## config.mk

```make
export PLATFORM = sky130hd
export DESIGN_NAME = pps_offset_statistics
export DESIGN_NICKNAME = d
export VERILOG_FILES = /design/src/rtl/core/ppsofs_pkg.sv /design/src/rtl/core/ppsofs_div.sv /design/src/rtl/core/pps_offset_statistics.sv
export VERILOG_INCLUDE_DIRS = /design/src /design/src/rtl/core
export SDC_FILE = /design/constraint.sdc
export NUM_CORES = 2
export LEC_CHECK = 0
export BUFFER_PORTS_ARGS = -buffer_cell sky130_fd_sc_hd__clkbuf_2
export CAP_MARGIN = 20
export CORE_AREA = 2 2 464 466
export DETAILED_ROUTE_END_ITERATION = 7
export DIE_AREA = 0 0 466 468
export SLEW_MARGIN = 20
export SYNTH_ARGS = -nofsm -noshare
export SYNTH_HDL_FRONTEND = slang
export SYNTH_SLANG_ARGS = --single-unit
```

## constraint.sdc

```tcl
create_clock -name clk -period 25.7 [get_ports clk]
set_input_delay 5.14 -clock clk [delete_from_list [all_inputs] [get_ports clk]]
set_output_delay 5.14 -clock clk [all_outputs]
set_load 0.05 [all_outputs]
```

## src/rtl/core/pps_offset_statistics_assert.svh

```systemverilog
// ----------------------------------------------------------------------------
// PPS offset statistics assertion macros
// Shared concurrent assertion forms, clocked on clk and held off in reset.
// ----------------------------------------------------------------------------
`ifndef PPS_OFFSET_STATISTICS_ASSERT_SVH
`define PPS_OFFSET_STATISTICS_ASSERT_SVH

// Same-cycle implication.
`define PPSOFS_ASSERT_IMP(lbl, ante, cons, msg) \
	lbl: assert property (@(posedge clk) disable iff (!arst_n) (ante) |-> (cons)) \
		else $error(msg);

// Next-cycle implication.
`define PPSOFS_ASSERT_NXT(lbl, ante, cons, msg) \
	lbl: assert property (@(posedge clk) disable iff (!arst_n) (ante) |=> (cons)) \
		else $error(msg);

`endif

```

## src/rtl/core/ppsofs_pkg.sv

```systemverilog
// ----------------------------------------------------------------------------
// PPS offset statistics package
// Widths, constants and types shared by the statistics core and its divider.
// ----------------------------------------------------------------------------
package ppsofs_pkg;

	localparam int COUNT_BITS     = 32;
	localparam int MEAN_FRAC_BITS = 16;
	localparam int NS_W           = 30;
	localparam int OFS_W          = 30;
	localparam int MAG_W          = 29;
	localparam int MARGIN_W       = 29;
	localparam int STAT_W         = 32;
	localparam int MEAN_W         = 47;
	localparam int MEAN_OUT_W     = 46;
	localparam int WIDE_W         = 48;
	localparam int SUM_W          = 63;
	localparam int DIV_STEPS      = WIDE_W;
	localparam int DIV_CNT_W      = $clog2(DIV_STEPS);
	localparam int MUL_DIG_W      = 16;
	localparam int MUL_STEPS      = WIDE_W / MUL_DIG_W;
	localparam int MUL_CNT_W      = $clog2(MUL_STEPS);
	localparam int PROD_W         = WIDE_W + MUL_DIG_W;
	localparam int ACC_W          = 2 * WIDE_W;
	localparam int IN_TDATA_W     = 64;
	localparam int OUT_TDATA_W    = 304;

	localparam logic [NS_W:0]       NS_PER_SEC = 31'd1000000000;
	localparam logic [NS_W-1:0]     HALF_SEC   = 30'd500000000;
	localparam logic [STAT_W-1:0]   STAT_MAX   = {STAT_W{1'b1}};
	localparam logic [COUNT_BITS-1:0] COUNT_MAX = {COUNT_BITS{1'b1}};
	localparam logic [SUM_W-1:0]    SUM_MAX    = {SUM_W{1'b1}};

	typedef enum logic {
		REG_EDGE_SELECT = 1'b0,
		REG_MARGIN_NS   = 1'b1
	} reg_idx_t;

	typedef enum logic [2:0] {
		ST_IDLE,
		ST_DIVIDE,
		ST_ERROR,
		ST_MULTIPLY,
		ST_WRITE
	} state_t;

endpackage

```

## src/rtl/core/ppsofs_div.sv

```systemverilog
// ----------------------------------------------------------------------------
// PPS offset statistics divider
// Restoring unsigned divider, one quotient bit per cycle.
// ----------------------------------------------------------------------------
module ppsofs_div import ppsofs_pkg::*; (
	input  logic                  clk,
	input  logic                  arst_n,
	input  logic                  start,
	input  logic [WIDE_W-1:0]     dividend,
	input  logic [COUNT_BITS-1:0] divisor,
	output logic [WIDE_W-1:0]     quotient,
	output logic                  done
);

	logic                  busy_q;
	logic                  done_q;
	logic [DIV_CNT_W-1:0]  cnt_q;
	logic [WIDE_W-1:0]     quo_q;
	logic [COUNT_BITS-1:0] rem_q;
	logic [COUNT_BITS-1:0] div_q;
	logic [COUNT_BITS:0]   trial;
	logic                  fits;

	assign trial = {rem_q, quo_q[WIDE_W-1]};
	assign fits  = trial >= {1'b0, div_q};

	always_ff @(posedge clk or negedge arst_n) begin
		if (!arst_n) begin
			busy_q <= 1'b0;
			done_q <= 1'b0;
			cnt_q  <= '0;
		end else begin
			done_q <= busy_q && (cnt_q == '0);
			if (start) begin
				busy_q <= 1'b1;
				cnt_q  <= DIV_CNT_W'(DIV_STEPS - 1);
			end else if (busy_q) begin
				if (cnt_q == '0) begin
					busy_q <= 1'b0;
				end
				cnt_q <= cnt_q - 1'b1;
			end
		end
	end

	always_ff @(posedge clk) begin
		if (start) begin
			quo_q <= dividend;
			rem_q <= '0;
			div_q <= divisor;
		end else if (busy_q) begin
			quo_q <= {quo_q[WIDE_W-2:0], fits};
			rem_q <= fits ? COUNT_BITS'(trial - {1'b0, div_q}) : trial[COUNT_BITS-1:0];
		end
	end

	assign quotient = quo_q;
	assign done     = done_q;

endmodule

```

## src/rtl/core/pps_offset_statistics.sv

```systemverilog
// ----------------------------------------------------------------------------
// PPS offset statistics
// Running offset statistics of pulse-per-second timestamps.
// ----------------------------------------------------------------------------
// Each transfer on the input carries one pulse's assert and clear nanosecond
// timestamps and yields one result transfer with the folded offset, the
// out-of-margin flag, the counters, the peak offset, the running mean and the
// running sum of squared deviations. A pulse goes from its input transfer to
// its result through 48 steps of the restoring divider of the mean update, a
// step to apply the mean, a step to form the error, three multiply steps for
// the squared deviation term and the write step. The input is ready again the
// cycle after the write. The input is not ready while a pulse is at work; a
// result waiting at the output does not stop the next pulse from being taken,
// but it holds that pulse in its write step until the result is taken.
module pps_offset_statistics import ppsofs_pkg::*; (
	input  logic                   clk,
	input  logic                   arst_n,
	input  logic                   cfg_we,
	input  logic                   cfg_index,
	input  logic [MARGIN_W-1:0]    cfg_wdata,
	input  logic                   s_axis_tvalid,
	output logic                   s_axis_tready,
	// assert_nsec [29:0], clear_nsec [59:30], zero fill above.
	input  logic [IN_TDATA_W-1:0]  s_axis_tdata,
	output logic                   m_axis_tvalid,
	input  logic                   m_axis_tready,
	// offset_ns [29:0], out_of_margin [30], sample_total [62:31],
	// overflow_total [94:63], unsync_run [126:95], longest_unsync [158:127],
	// peak_divergence [187:159], mean_q16 [233:188], sum_sq_dev [296:234].
	output logic [OUT_TDATA_W-1:0] m_axis_tdata
);

	state_t                 state_q, state_nx;
	logic                   div_start;
	logic                   div_done;
	logic                   in_fire;
	logic                   load_out;
	logic                   mul_last;

	logic                   edge_select_q;
	logic [MARGIN_W-1:0]    margin_q;

	logic [COUNT_BITS-1:0]  count_q;
	logic [STAT_W-1:0]      overflow_q;
	logic [STAT_W-1:0]      run_q;
	logic [STAT_W-1:0]      longest_q;
	logic [MAG_W-1:0]       peak_q;
	logic [MEAN_W-1:0]      mean_q;
	logic [SUM_W-1:0]       sumsq_q;

	logic [OFS_W-1:0]       off_q;
	logic                   oom_q;
	logic [WIDE_W-1:0]      x_q;
	logic                   d_neg_q;
	logic [WIDE_W-1:0]      dm_q;
	logic [WIDE_W-1:0]      em_q;
	logic [ACC_W-1:0]       acc_q;
	logic [MUL_CNT_W-1:0]   mul_k_q;

	logic                   out_valid_q;
	logic [OUT_TDATA_W-1:0] out_data_q;

	logic [NS_W-1:0]        ns;
	logic signed [NS_W:0]   off_full;
	logic [OFS_W-1:0]       off;
	logic [OFS_W-1:0]       off_abs;
	logic [MAG_W-1:0]       mag;
	logic                   oom;
	logic [WIDE_W-1:0]      x;
	logic [WIDE_W-1:0]      d;
	logic [WIDE_W-1:0]      dm;
	logic [COUNT_BITS-1:0]  count_nx;
	logic [WIDE_W-1:0]      dividend;
	logic [WIDE_W-1:0]      quotient;
	logic [WIDE_W-1:0]      q_signed;
	logic [WIDE_W-1:0]      e;
	logic [PROD_W-1:0]      pp;
	logic [ACC_W-1:0]       pp_shift;
	logic [ACC_W-WIDE_W+15:0] term_raw;
	logic [SUM_W-1:0]       term;
	logic [SUM_W:0]         sum_full;
	logic [SUM_W-1:0]       sum_nx;

	always_ff @(posedge clk or negedge arst_n) begin
		if (!arst_n) begin
			edge_select_q <= 1'b0;
			margin_q      <= '0;
		end else if (cfg_we) begin
			unique case (reg_idx_t'(cfg_index))
				REG_EDGE_SELECT: edge_select_q <= cfg_wdata[0];
				REG_MARGIN_NS:   margin_q      <= cfg_wdata;
				default:         margin_q      <= margin_q;
			endcase
		end
	end

	always_comb begin
		ns       = edge_select_q ? s_axis_tdata[NS_W-1:0] : s_axis_tdata[2*NS_W-1:NS_W];
		off_full = (ns > HALF_SEC) ? signed'({1'b0, ns}) - signed'(NS_PER_SEC)
		                           : signed'({1'b0, ns});
		off      = off_full[OFS_W-1:0];
		off_abs  = off[OFS_W-1] ? OFS_W'(-off) : off;
		mag      = off_abs[MAG_W-1:0];
		oom      = mag >= margin_q;
		x        = {{(WIDE_W-OFS_W-MEAN_FRAC_BITS){off[OFS_W-1]}}, off, {MEAN_FRAC_BITS{1'b0}}};
		d        = x - {mean_q[MEAN_W-1], mean_q};
		dm       = d[WIDE_W-1] ? WIDE_W'(-d) : d;
		count_nx = (count_q == COUNT_MAX) ? count_q : count_q + 1'b1;
		dividend = dm + WIDE_W'(count_nx >> 1);
	end

	always_comb begin
		q_signed = d_neg_q ? WIDE_W'(-quotient) : quotient;
		e        = x_q - {mean_q[MEAN_W-1], mean_q};
		pp       = PROD_W'(dm_q * em_q[MUL_DIG_W*mul_k_q +: MUL_DIG_W]);
		pp_shift = ACC_W'(pp) << (MUL_DIG_W * mul_k_q);
		term_raw = acc_q[ACC_W-1:2*MEAN_FRAC_BITS];
		term     = term_raw[SUM_W] ? SUM_MAX : term_raw[SUM_W-1:0];
		sum_full = {1'b0, sumsq_q} + {1'b0, term};
		sum_nx   = sum_full[SUM_W] ? SUM_MAX : sum_full[SUM_W-1:0];
	end

	ppsofs_div u_div (
		.clk      (clk),
		.arst_n   (arst_n),
		.start    (div_start),
		.dividend (dividend),
		.divisor  (count_nx),
		.quotient (quotient),
		.done     (div_done)
	);

	assign mul_last = mul_k_q == MUL_CNT_W'(MUL_STEPS - 1);

	always_comb begin
		state_nx = state_q;
		unique case (state_q)
			ST_IDLE:     if (s_axis_tvalid) state_nx = ST_DIVIDE;
			ST_DIVIDE:   if (div_done) state_nx = ST_ERROR;
			ST_ERROR:    state_nx = ST_MULTIPLY;
			ST_MULTIPLY: if (mul_last) state_nx = ST_WRITE;
			ST_WRITE:    if (!out_valid_q || m_axis_tready) state_nx = ST_IDLE;
			default:     state_nx = ST_IDLE;
		endcase
	end

	always_comb begin
		s_axis_tready = state_q == ST_IDLE;
		in_fire       = s_axis_tready && s_axis_tvalid;
		div_start     = in_fire;
		load_out      = (state_q == ST_WRITE) && (!out_valid_q || m_axis_tready);
	end

	always_ff @(posedge clk or negedge arst_n) begin
		if (!arst_n) begin
			state_q     <= ST_IDLE;
			out_valid_q <= 1'b0;
			count_q     <= '0;
			overflow_q  <= '0;
			run_q       <= '0;
			longest_q   <= '0;
			peak_q      <= '0;
			mean_q      <= '0;
			sumsq_q     <= '0;
		end else begin
			state_q <= state_nx;
			if (load_out) begin
				out_valid_q <= 1'b1;
			end else if (m_axis_tready) begin
				out_valid_q <= 1'b0;
			end
			if (in_fire) begin
				count_q <= count_nx;
				if (mag > peak_q) begin
					peak_q <= mag;
				end
				if (oom) begin
					if (overflow_q != STAT_MAX) overflow_q <= overflow_q + 1'b1;
					if (run_q != STAT_MAX) run_q <= run_q + 1'b1;
				end else begin
					if (run_q > longest_q) longest_q <= run_q;
					run_q <= '0;
				end
			end
			if ((state_q == ST_DIVIDE) && div_done) begin
				mean_q <= mean_q + q_signed[MEAN_W-1:0];
			end
			if (load_out) begin
				sumsq_q <= sum_nx;
			end
		end
	end

	always_ff @(posedge clk) begin
		if (in_fire) begin
			off_q   <= off;
			oom_q   <= oom;
			x_q     <= x;
			d_neg_q <= d[WIDE_W-1];
			dm_q    <= dm;
		end
		if (state_q == ST_ERROR) begin
			em_q    <= e[WIDE_W-1] ? WIDE_W'(-e) : e;
			acc_q   <= '0;
			mul_k_q <= '0;
		end else if (state_q == ST_MULTIPLY) begin
			acc_q   <= acc_q + pp_shift;
			mul_k_q <= mul_k_q + 1'b1;
		end
		if (load_out) begin
			out_data_q <= {7'b0, sum_nx, mean_q[MEAN_OUT_W-1:0], peak_q, longest_q, run_q,
			               overflow_q, STAT_W'(count_q), oom_q, off_q};
		end
	end

	assign m_axis_tvalid = out_valid_q;
	assign m_axis_tdata  = out_data_q;

	`include "pps_offset_statistics_assert.svh"

	`PPSOFS_ASSERT_NXT(a_accept_starts_divide, in_fire, state_q == ST_DIVIDE,
		"Accepted pulse did not start the divider.")
	`PPSOFS_ASSERT_NXT(a_write_loads_output, load_out, m_axis_tvalid,
		"Result was not presented after the write step.")
	`PPSOFS_ASSERT_IMP(a_run_within_overflow, 1'b1, run_q <= overflow_q,
		"Current run exceeds the out-of-margin total.")
	`PPSOFS_ASSERT_IMP(a_longest_within_overflow, 1'b1, longest_q <= overflow_q,
		"Longest run exceeds the out-of-margin total.")

endmodule
```

## After elaboration in Yosys (flattened, before gate mapping)

Cells that the tools add are included.

| storage, ports and cells | value |
|---|---|
| bits in registers | 974 |
| output and inout bits | 306 |

| operators by class | value |
|---|---|
| add/sub/neg operators | 17 |
| $mul | 1 |
| order comparisons | 5 |
| equality and inequality tests | 13 |
| shift operators | 2 |
| muxes and demuxes | 26 |
| bitwise logic cells | 2 |
| reductions and logical operators | 17 |

Operators with widths:

| cell | count |
|---|---|
| $mux W48 | 3 |
| $mux W32 | 4 |
| $mux W63 | 2 |
| $add A32 B1 Y32 const B | 3 |
| $add A96 B96 Y96 | 1 |
| $neg A48 Y48 | 2 |
| $shl A64 B6 Y96 | 1 |
| $sub A46 B47 Y48 | 2 |
| $mux W47 | 2 |
| $add A63 B63 Y64 | 1 |
| $mul A48 B16 Y64 | 1 |
| $ne A32 B32 Y1 const B | 2 |
| $mux W30 | 2 |
| $add A48 B31 Y48 | 1 |
| $shiftx A48 B7 Y16 | 1 |
| $add A47 B47 Y47 | 1 |
| $neg A47 Y47 | 1 |
| $ge A33 B32 Y1 | 1 |
| $eq A32 B32 Y1 const B | 1 |
| $gt A32 B32 Y1 | 1 |
| $sub A32 B32 Y32 | 1 |
| $gt A30 B29 Y1 const B | 1 |
| $sub A30 B30 Y30 const B | 1 |
| $ge A29 B29 Y1 | 1 |
| other kinds (25) | 46 |

## Depth between registers and ports, before layout

| depth | value |
|---|---|
| depth after elaboration | 8 |
| mapped depth | 50 |

## Modules after synthesis

Synthesis repeated with hierarchy kept, for this count alone.

| second synthesis, totals | value |
|---|---|
| cells, all modules | 9239 |
| area total of the unflattened synthesis | 85460.7 µm² |

Modules (own cells, without submodules):

| module | instances | cells each | area an instance (µm²) | sequential area each (µm²) |
|---|---|---|---|---|
| pps_offset_statistics | 1 | 8568 | 78425.2 | 22256.3 |
| ppsofs_div | 1 | 671 | 7035.5 | 3243.1 |

## Worst setup path before layout

No wires, ideal clock.

| timing path | value |
|---|---|
| path kind | input to register |
| start | in m_axis_tready |
| end | reg sumsq_q[52] |
| setup time | 0.498 ns |
| arrival | 14.505 ns |
| required time | 25.202 ns |
| setup slack | 10.697 ns |
| stages | 6 |
| path buffers | 3 |
| path through | nand2b_1 > and3_1 > clkbuf_1 > clkbuf_1 > clkbuf_1 > a31oi_1 |

| on the way | value |
|---|---|
| cells in the longest elaborated chain, start to end | 2 |

Ends and longest elaborated chain:

| what | RTL line | text |
|---|---|---|
| start: declaration | pps_offset_statistics.sv:26 | `input logic m_axis_tready,` |
| $logic_or A1 B1 Y1 | pps_offset_statistics.sv:151 | `load_out = (state_q == ST_WRITE) && (!out_valid_q \|\| m_axis_tready);` |
| $logic_and A1 B1 Y1 | pps_offset_statistics.sv:151 |  |
| via load_out | pps_offset_statistics.sv:37 | `logic load_out;` |
| end signal: assignment | pps_offset_statistics.sv:189 | `sumsq_q <= sum_nx;` |
| end: declaration | pps_offset_statistics.sv:49 | `logic [SUM_W-1:0] sumsq_q;` |

The timed path passes the listed nets, and every way through them passes these cells.
A chain may end at the register's enable or synchronous reset.

## Worst setup path in the final report

| timing path | value |
|---|---|
| start | in s_axis_tdata[0] |
| end | reg u_div.quo_q[42] (netlist: u_div.quotient[42]) (data pin) |

RTL lines:

| what | RTL line | text |
|---|---|---|
| start: declaration | pps_offset_statistics.sv:24 | `input logic [IN_TDATA_W-1:0] s_axis_tdata,` |
| $mux W30 * | pps_offset_statistics.sv:98 | `ns = edge_select_q ? s_axis_tdata[NS_W-1:0] : s_axis_tdata[2*NS_W-1:NS_W];` |
| $sub A30 B30 Y30 or $gt A30 B29 Y1 (tied branches) | pps_offset_statistics.sv:99 | `off_full = (ns > HALF_SEC) ? signed'({1'b0, ns}) - signed'(NS_PER_SEC)` |
| $mux W30 * | pps_offset_statistics.sv:99 |  |
| via off_full[10] | pps_offset_statistics.sv:64 | `logic signed [NS_W:0] off_full;` |
| $sub A46 B47 Y48 * | pps_offset_statistics.sv:106 | `d = x - {mean_q[MEAN_W-1], mean_q};` |
| $mux W48 * | pps_offset_statistics.sv:107 | `dm = d[WIDE_W-1] ? WIDE_W'(-d) : d;` |
| via dm[1] | pps_offset_statistics.sv:71 | `logic [WIDE_W-1:0] dm;` |
| $add A48 B31 Y48 * | pps_offset_statistics.sv:109 | `dividend = dm + WIDE_W'(count_nx >> 1);` |
| $mux W48 * | ppsofs_div.sv:47 | `if (start) begin` |
| end signal: assignment | ppsofs_div.sv:48 | `quo_q <= dividend;` |
| end signal: assignment | ppsofs_div.sv:52 | `quo_q <= {quo_q[WIDE_W-2:0], fits};` |
| end: declaration | ppsofs_div.sv:18 | `logic [WIDE_W-1:0] quo_q;` |

Mark *: on every way through the listed nets, which the timed path passes. The rest lies on a longest branch.

==> impl_metrics.json <==
{
  "layout_commonest_cell": "nand2_1",
  "seqCellArea_um2": 25500,
  "whs_ns": 0.437,
  "min_period_over_period_pct": 58.6,
  "tns_ns": 0,
  "slowest_stage": "nor3_1",
  "postRouteAntennaNets": 0,
  "grt_max_degree": 96,
  "start_util_pct": 39.8,
  "grt_pass1_vias": 68600,
  "finalHoldViolCount": 0,
  "synth_cells": 9330,
  "synth_seq_cells": 944,
  "critical_path.top_delay_family": "compound AO/OA/AOI/OAI gates",
  "critPathArrivalTime_ns": 15.51,
  "die_area_um2": 218000,
  "worstRegToRegCells": 46,
  "placed_cell_area_um2": 89500,
  "synth-edff-count": 505,
  "portBuffers": 393,
  "synth_area_per_cell_um2": 9.09,
  "die_w_um": 466,
  "drt_wl_total_um": 257000,
  "slew_viol_final": 0,
  "clockBufferDepth": 3,
  "slowest_delay_ns": 0.88,
  "worst_pin_slew_ns": 1.17,
  "period_needed_ns": 15.05,
  "hold-path-endpoint": "m_axis_tdata[30]$_DFFE_PP_",
  "cp_max_fo": 32,
  "dp_hpwl_um": 198000,
  "drive_gt1_share_pct": 9.29,
  "gp_congestion": 0.959,
  "critPathKind": "in -> reg",
  "post_drt_wl_per_cell_um": 20.7,
  "cp_num_buf_inv": 3,
  "coreArea_um2": 213000,
  "antenna_found_initial": 7,
  "cts_buffers": 109,
  "hold_depth": 0,
  "synth_ff_type": "edfxtp_1",
  "cts_num_sinks": 944,
  "hold_class": "reg -> reg",
  "ys_warn_count": 0,
  "drcViolationCount": 0,
  "relSlewSlack_pct": 21.7,
  "finClkSkew_ns": 0.0790,
  "clk_latency_ns": 0.76,
  "cts_tree": "yes",
  "drtIter0Drc": 4965,
  "num_io_pins": 405,
  "synth-seq-area-share_pct": 30.1,
  "start_kind": "input port",
  "crit_required_ns": 26.16,
  "layout_common_cells": "1247 x nand2_1, 1010 x inv_1, 647 x fa_1",
  "htreeDepth": 3,
  "crit_path_end_kind": "flip-flop",
  "post_cts_buffers": 0,
  "clock.fmax_mhz": 66.4,
  "nFillCells": 20600,
  "area_growth_syn_to_layout_pct": 9.79,
  "die_h_um": 468,
  "reg2reg_to": "acc_q[95]$_SDFFE_PP0P_",
  "viasPerCell": 5.45,
  "async_flop_share_pct": 32.7,
  "ys_types": 94,
  "layout.nets": 10800,
  "reg2reg_slack_ns": 10.79,
  "setup_violations": 0,
  "rsz0062_at_grt": "false",
  "syn-cell-area_um2": 84800,
  "grt_overflow_total": 0,
  "ctsResizeCount": 0,
  "hold_buffers": 0,
  "grt_pass1_wl_um": 399000,
  "hp-start": "oom_q$_DFFE_PP_",
  "design_area_um2": 93100,
  "rr_startpoint": "mul_k_q[1]$_SDFFE_PP0P_",
  "drv_cap": 0,
  "cts-root-buf": "clkbuf_16",
  "num_vias": 67700,
  "track_usage_pct": 23.2,
  "dr.pass1.iters": 7,
  "clk_pin_slew_ns": 0.06,
  "rows": 170,
  "multiInputGateArea_um2": 54100,
  "status": "finished, final reports clean"
}
per-stage QoR:
stage	instances	utilization (%)	worst slack [ns]
2_1_floorplan	9336	-	10.70
3_3_place_gp	12200	42.0	10.35
3_5_place_dp	12200	42.0	10.32
4_1_cts	12400	43.6	11.05
5_1_grt	12400	43.7	10.20
6_report	12400	43.7	10.65
logic make-up (layout without fill, tap and decap cells):
kind of cell    Yosys count  in the layout  synth area share (%)
xor+xnor                674            674                  6.98
compound gates         1951           1951                  14.3
other cells               1             10               0.00442
mux                     164            164                  2.11
buf+inv                1445           1688                  6.44
fa+ha+maj              1212           1212                  23.6
flops                   944            944                  30.1
simple gates           2939           2939                  16.5
worst max path at each step:
stage | slack [ns] | cells past startpoint | end | start
after floorplan | 10.70 | 6 | sumsq_q[52]$_DFFE_PN0P_ | m_axis_tready
after global placement | 10.35 | 33 | u_div.quotient[42]$_DFFE_PP_ | s_axis_tdata[0]
after detailed placement | 10.32 | 33 | u_div.quotient[42]$_DFFE_PP_ | s_axis_tdata[0]
after CTS | 11.05 | 33 | u_div.quotient[42]$_DFFE_PP_ | s_axis_tdata[0]
after global routing | 10.20 | 34 | u_div.quotient[42]$_DFFE_PP_ | s_axis_tdata[0]
final | 10.65 | 33 | u_div.quotient[42]$_DFFE_PP_ | s_axis_tdata[0]
synth_stat cells, types with 83 or more instances:
| library cell | instances | area (µm²) |
|---|---|---|
| nor2_1 | 472 | 1770 |
| a21oi_1 | 516 | 2580 |
| xor2_1 | 256 | 2240 |
| and2_1 | 295 | 1850 |
| nor2b_1 | 83 | 519 |
| mux2_2 | 92 | 1040 |
| fa_1 | 647 | 13000 |
| nand4_1 | 126 | 788 |
| a31oi_1 | 108 | 676 |
| inv_1 | 1011 | 3790 |
| nand3_1 | 159 | 796 |
| xnor2_1 | 417 | 3650 |
| a21o_1 | 270 | 2030 |
| nand2_1 | 1251 | 4700 |
| edfxtp_1 | 505 | 15200 |
| nor3_1 | 114 | 571 |
| or2_2 | 90 | 563 |
| dfxtp_1 | 130 | 2600 |
| dfrtp_1 | 309 | 7730 |
| ha_1 | 565 | 7070 |
| o21ai_0 | 551 | 2760 |
| clkbuf_1 | 388 | 1460 |
registers in the layout, summed over array words and instances, names as in the netlist, 29 cells and up:
name	count
dm_q	48
margin_q	29
longest_q	32
u_div.rem_q	32
sumsq_q	63
em_q	48
u_div.div_q	32
m_axis_tdata	297
mean_q	47
acc_q	96
overflow_q	32
u_div.quotient	48
count_q	32
run_q	32
off_q	30
peak_q	29
routing by layer:
layer  up-vias  track usage [%]  routed length [µm]
met5         -                0                  13
met2      2163             39.0              122000
met4         2             8.92               10400
li1      31900                -                   -
met3       445             4.07               16200
met1     33200             29.8              108000
cell type report:
class                   count  share of cell area (%)
multi-input cells        6947                    58.1
flip-flops and latches    944                    27.4
inverters                1015                    4.10
well taps                2838                    3.81
clock buffers             138                    3.13
repair buffers            468                    2.75
clock inverters            67                   0.721
diodes                      3                 0.00806
Power is left out: the tool's default activity adds up to more than one toggle a clock period on the data nets, which glitch-free logic cannot reach.
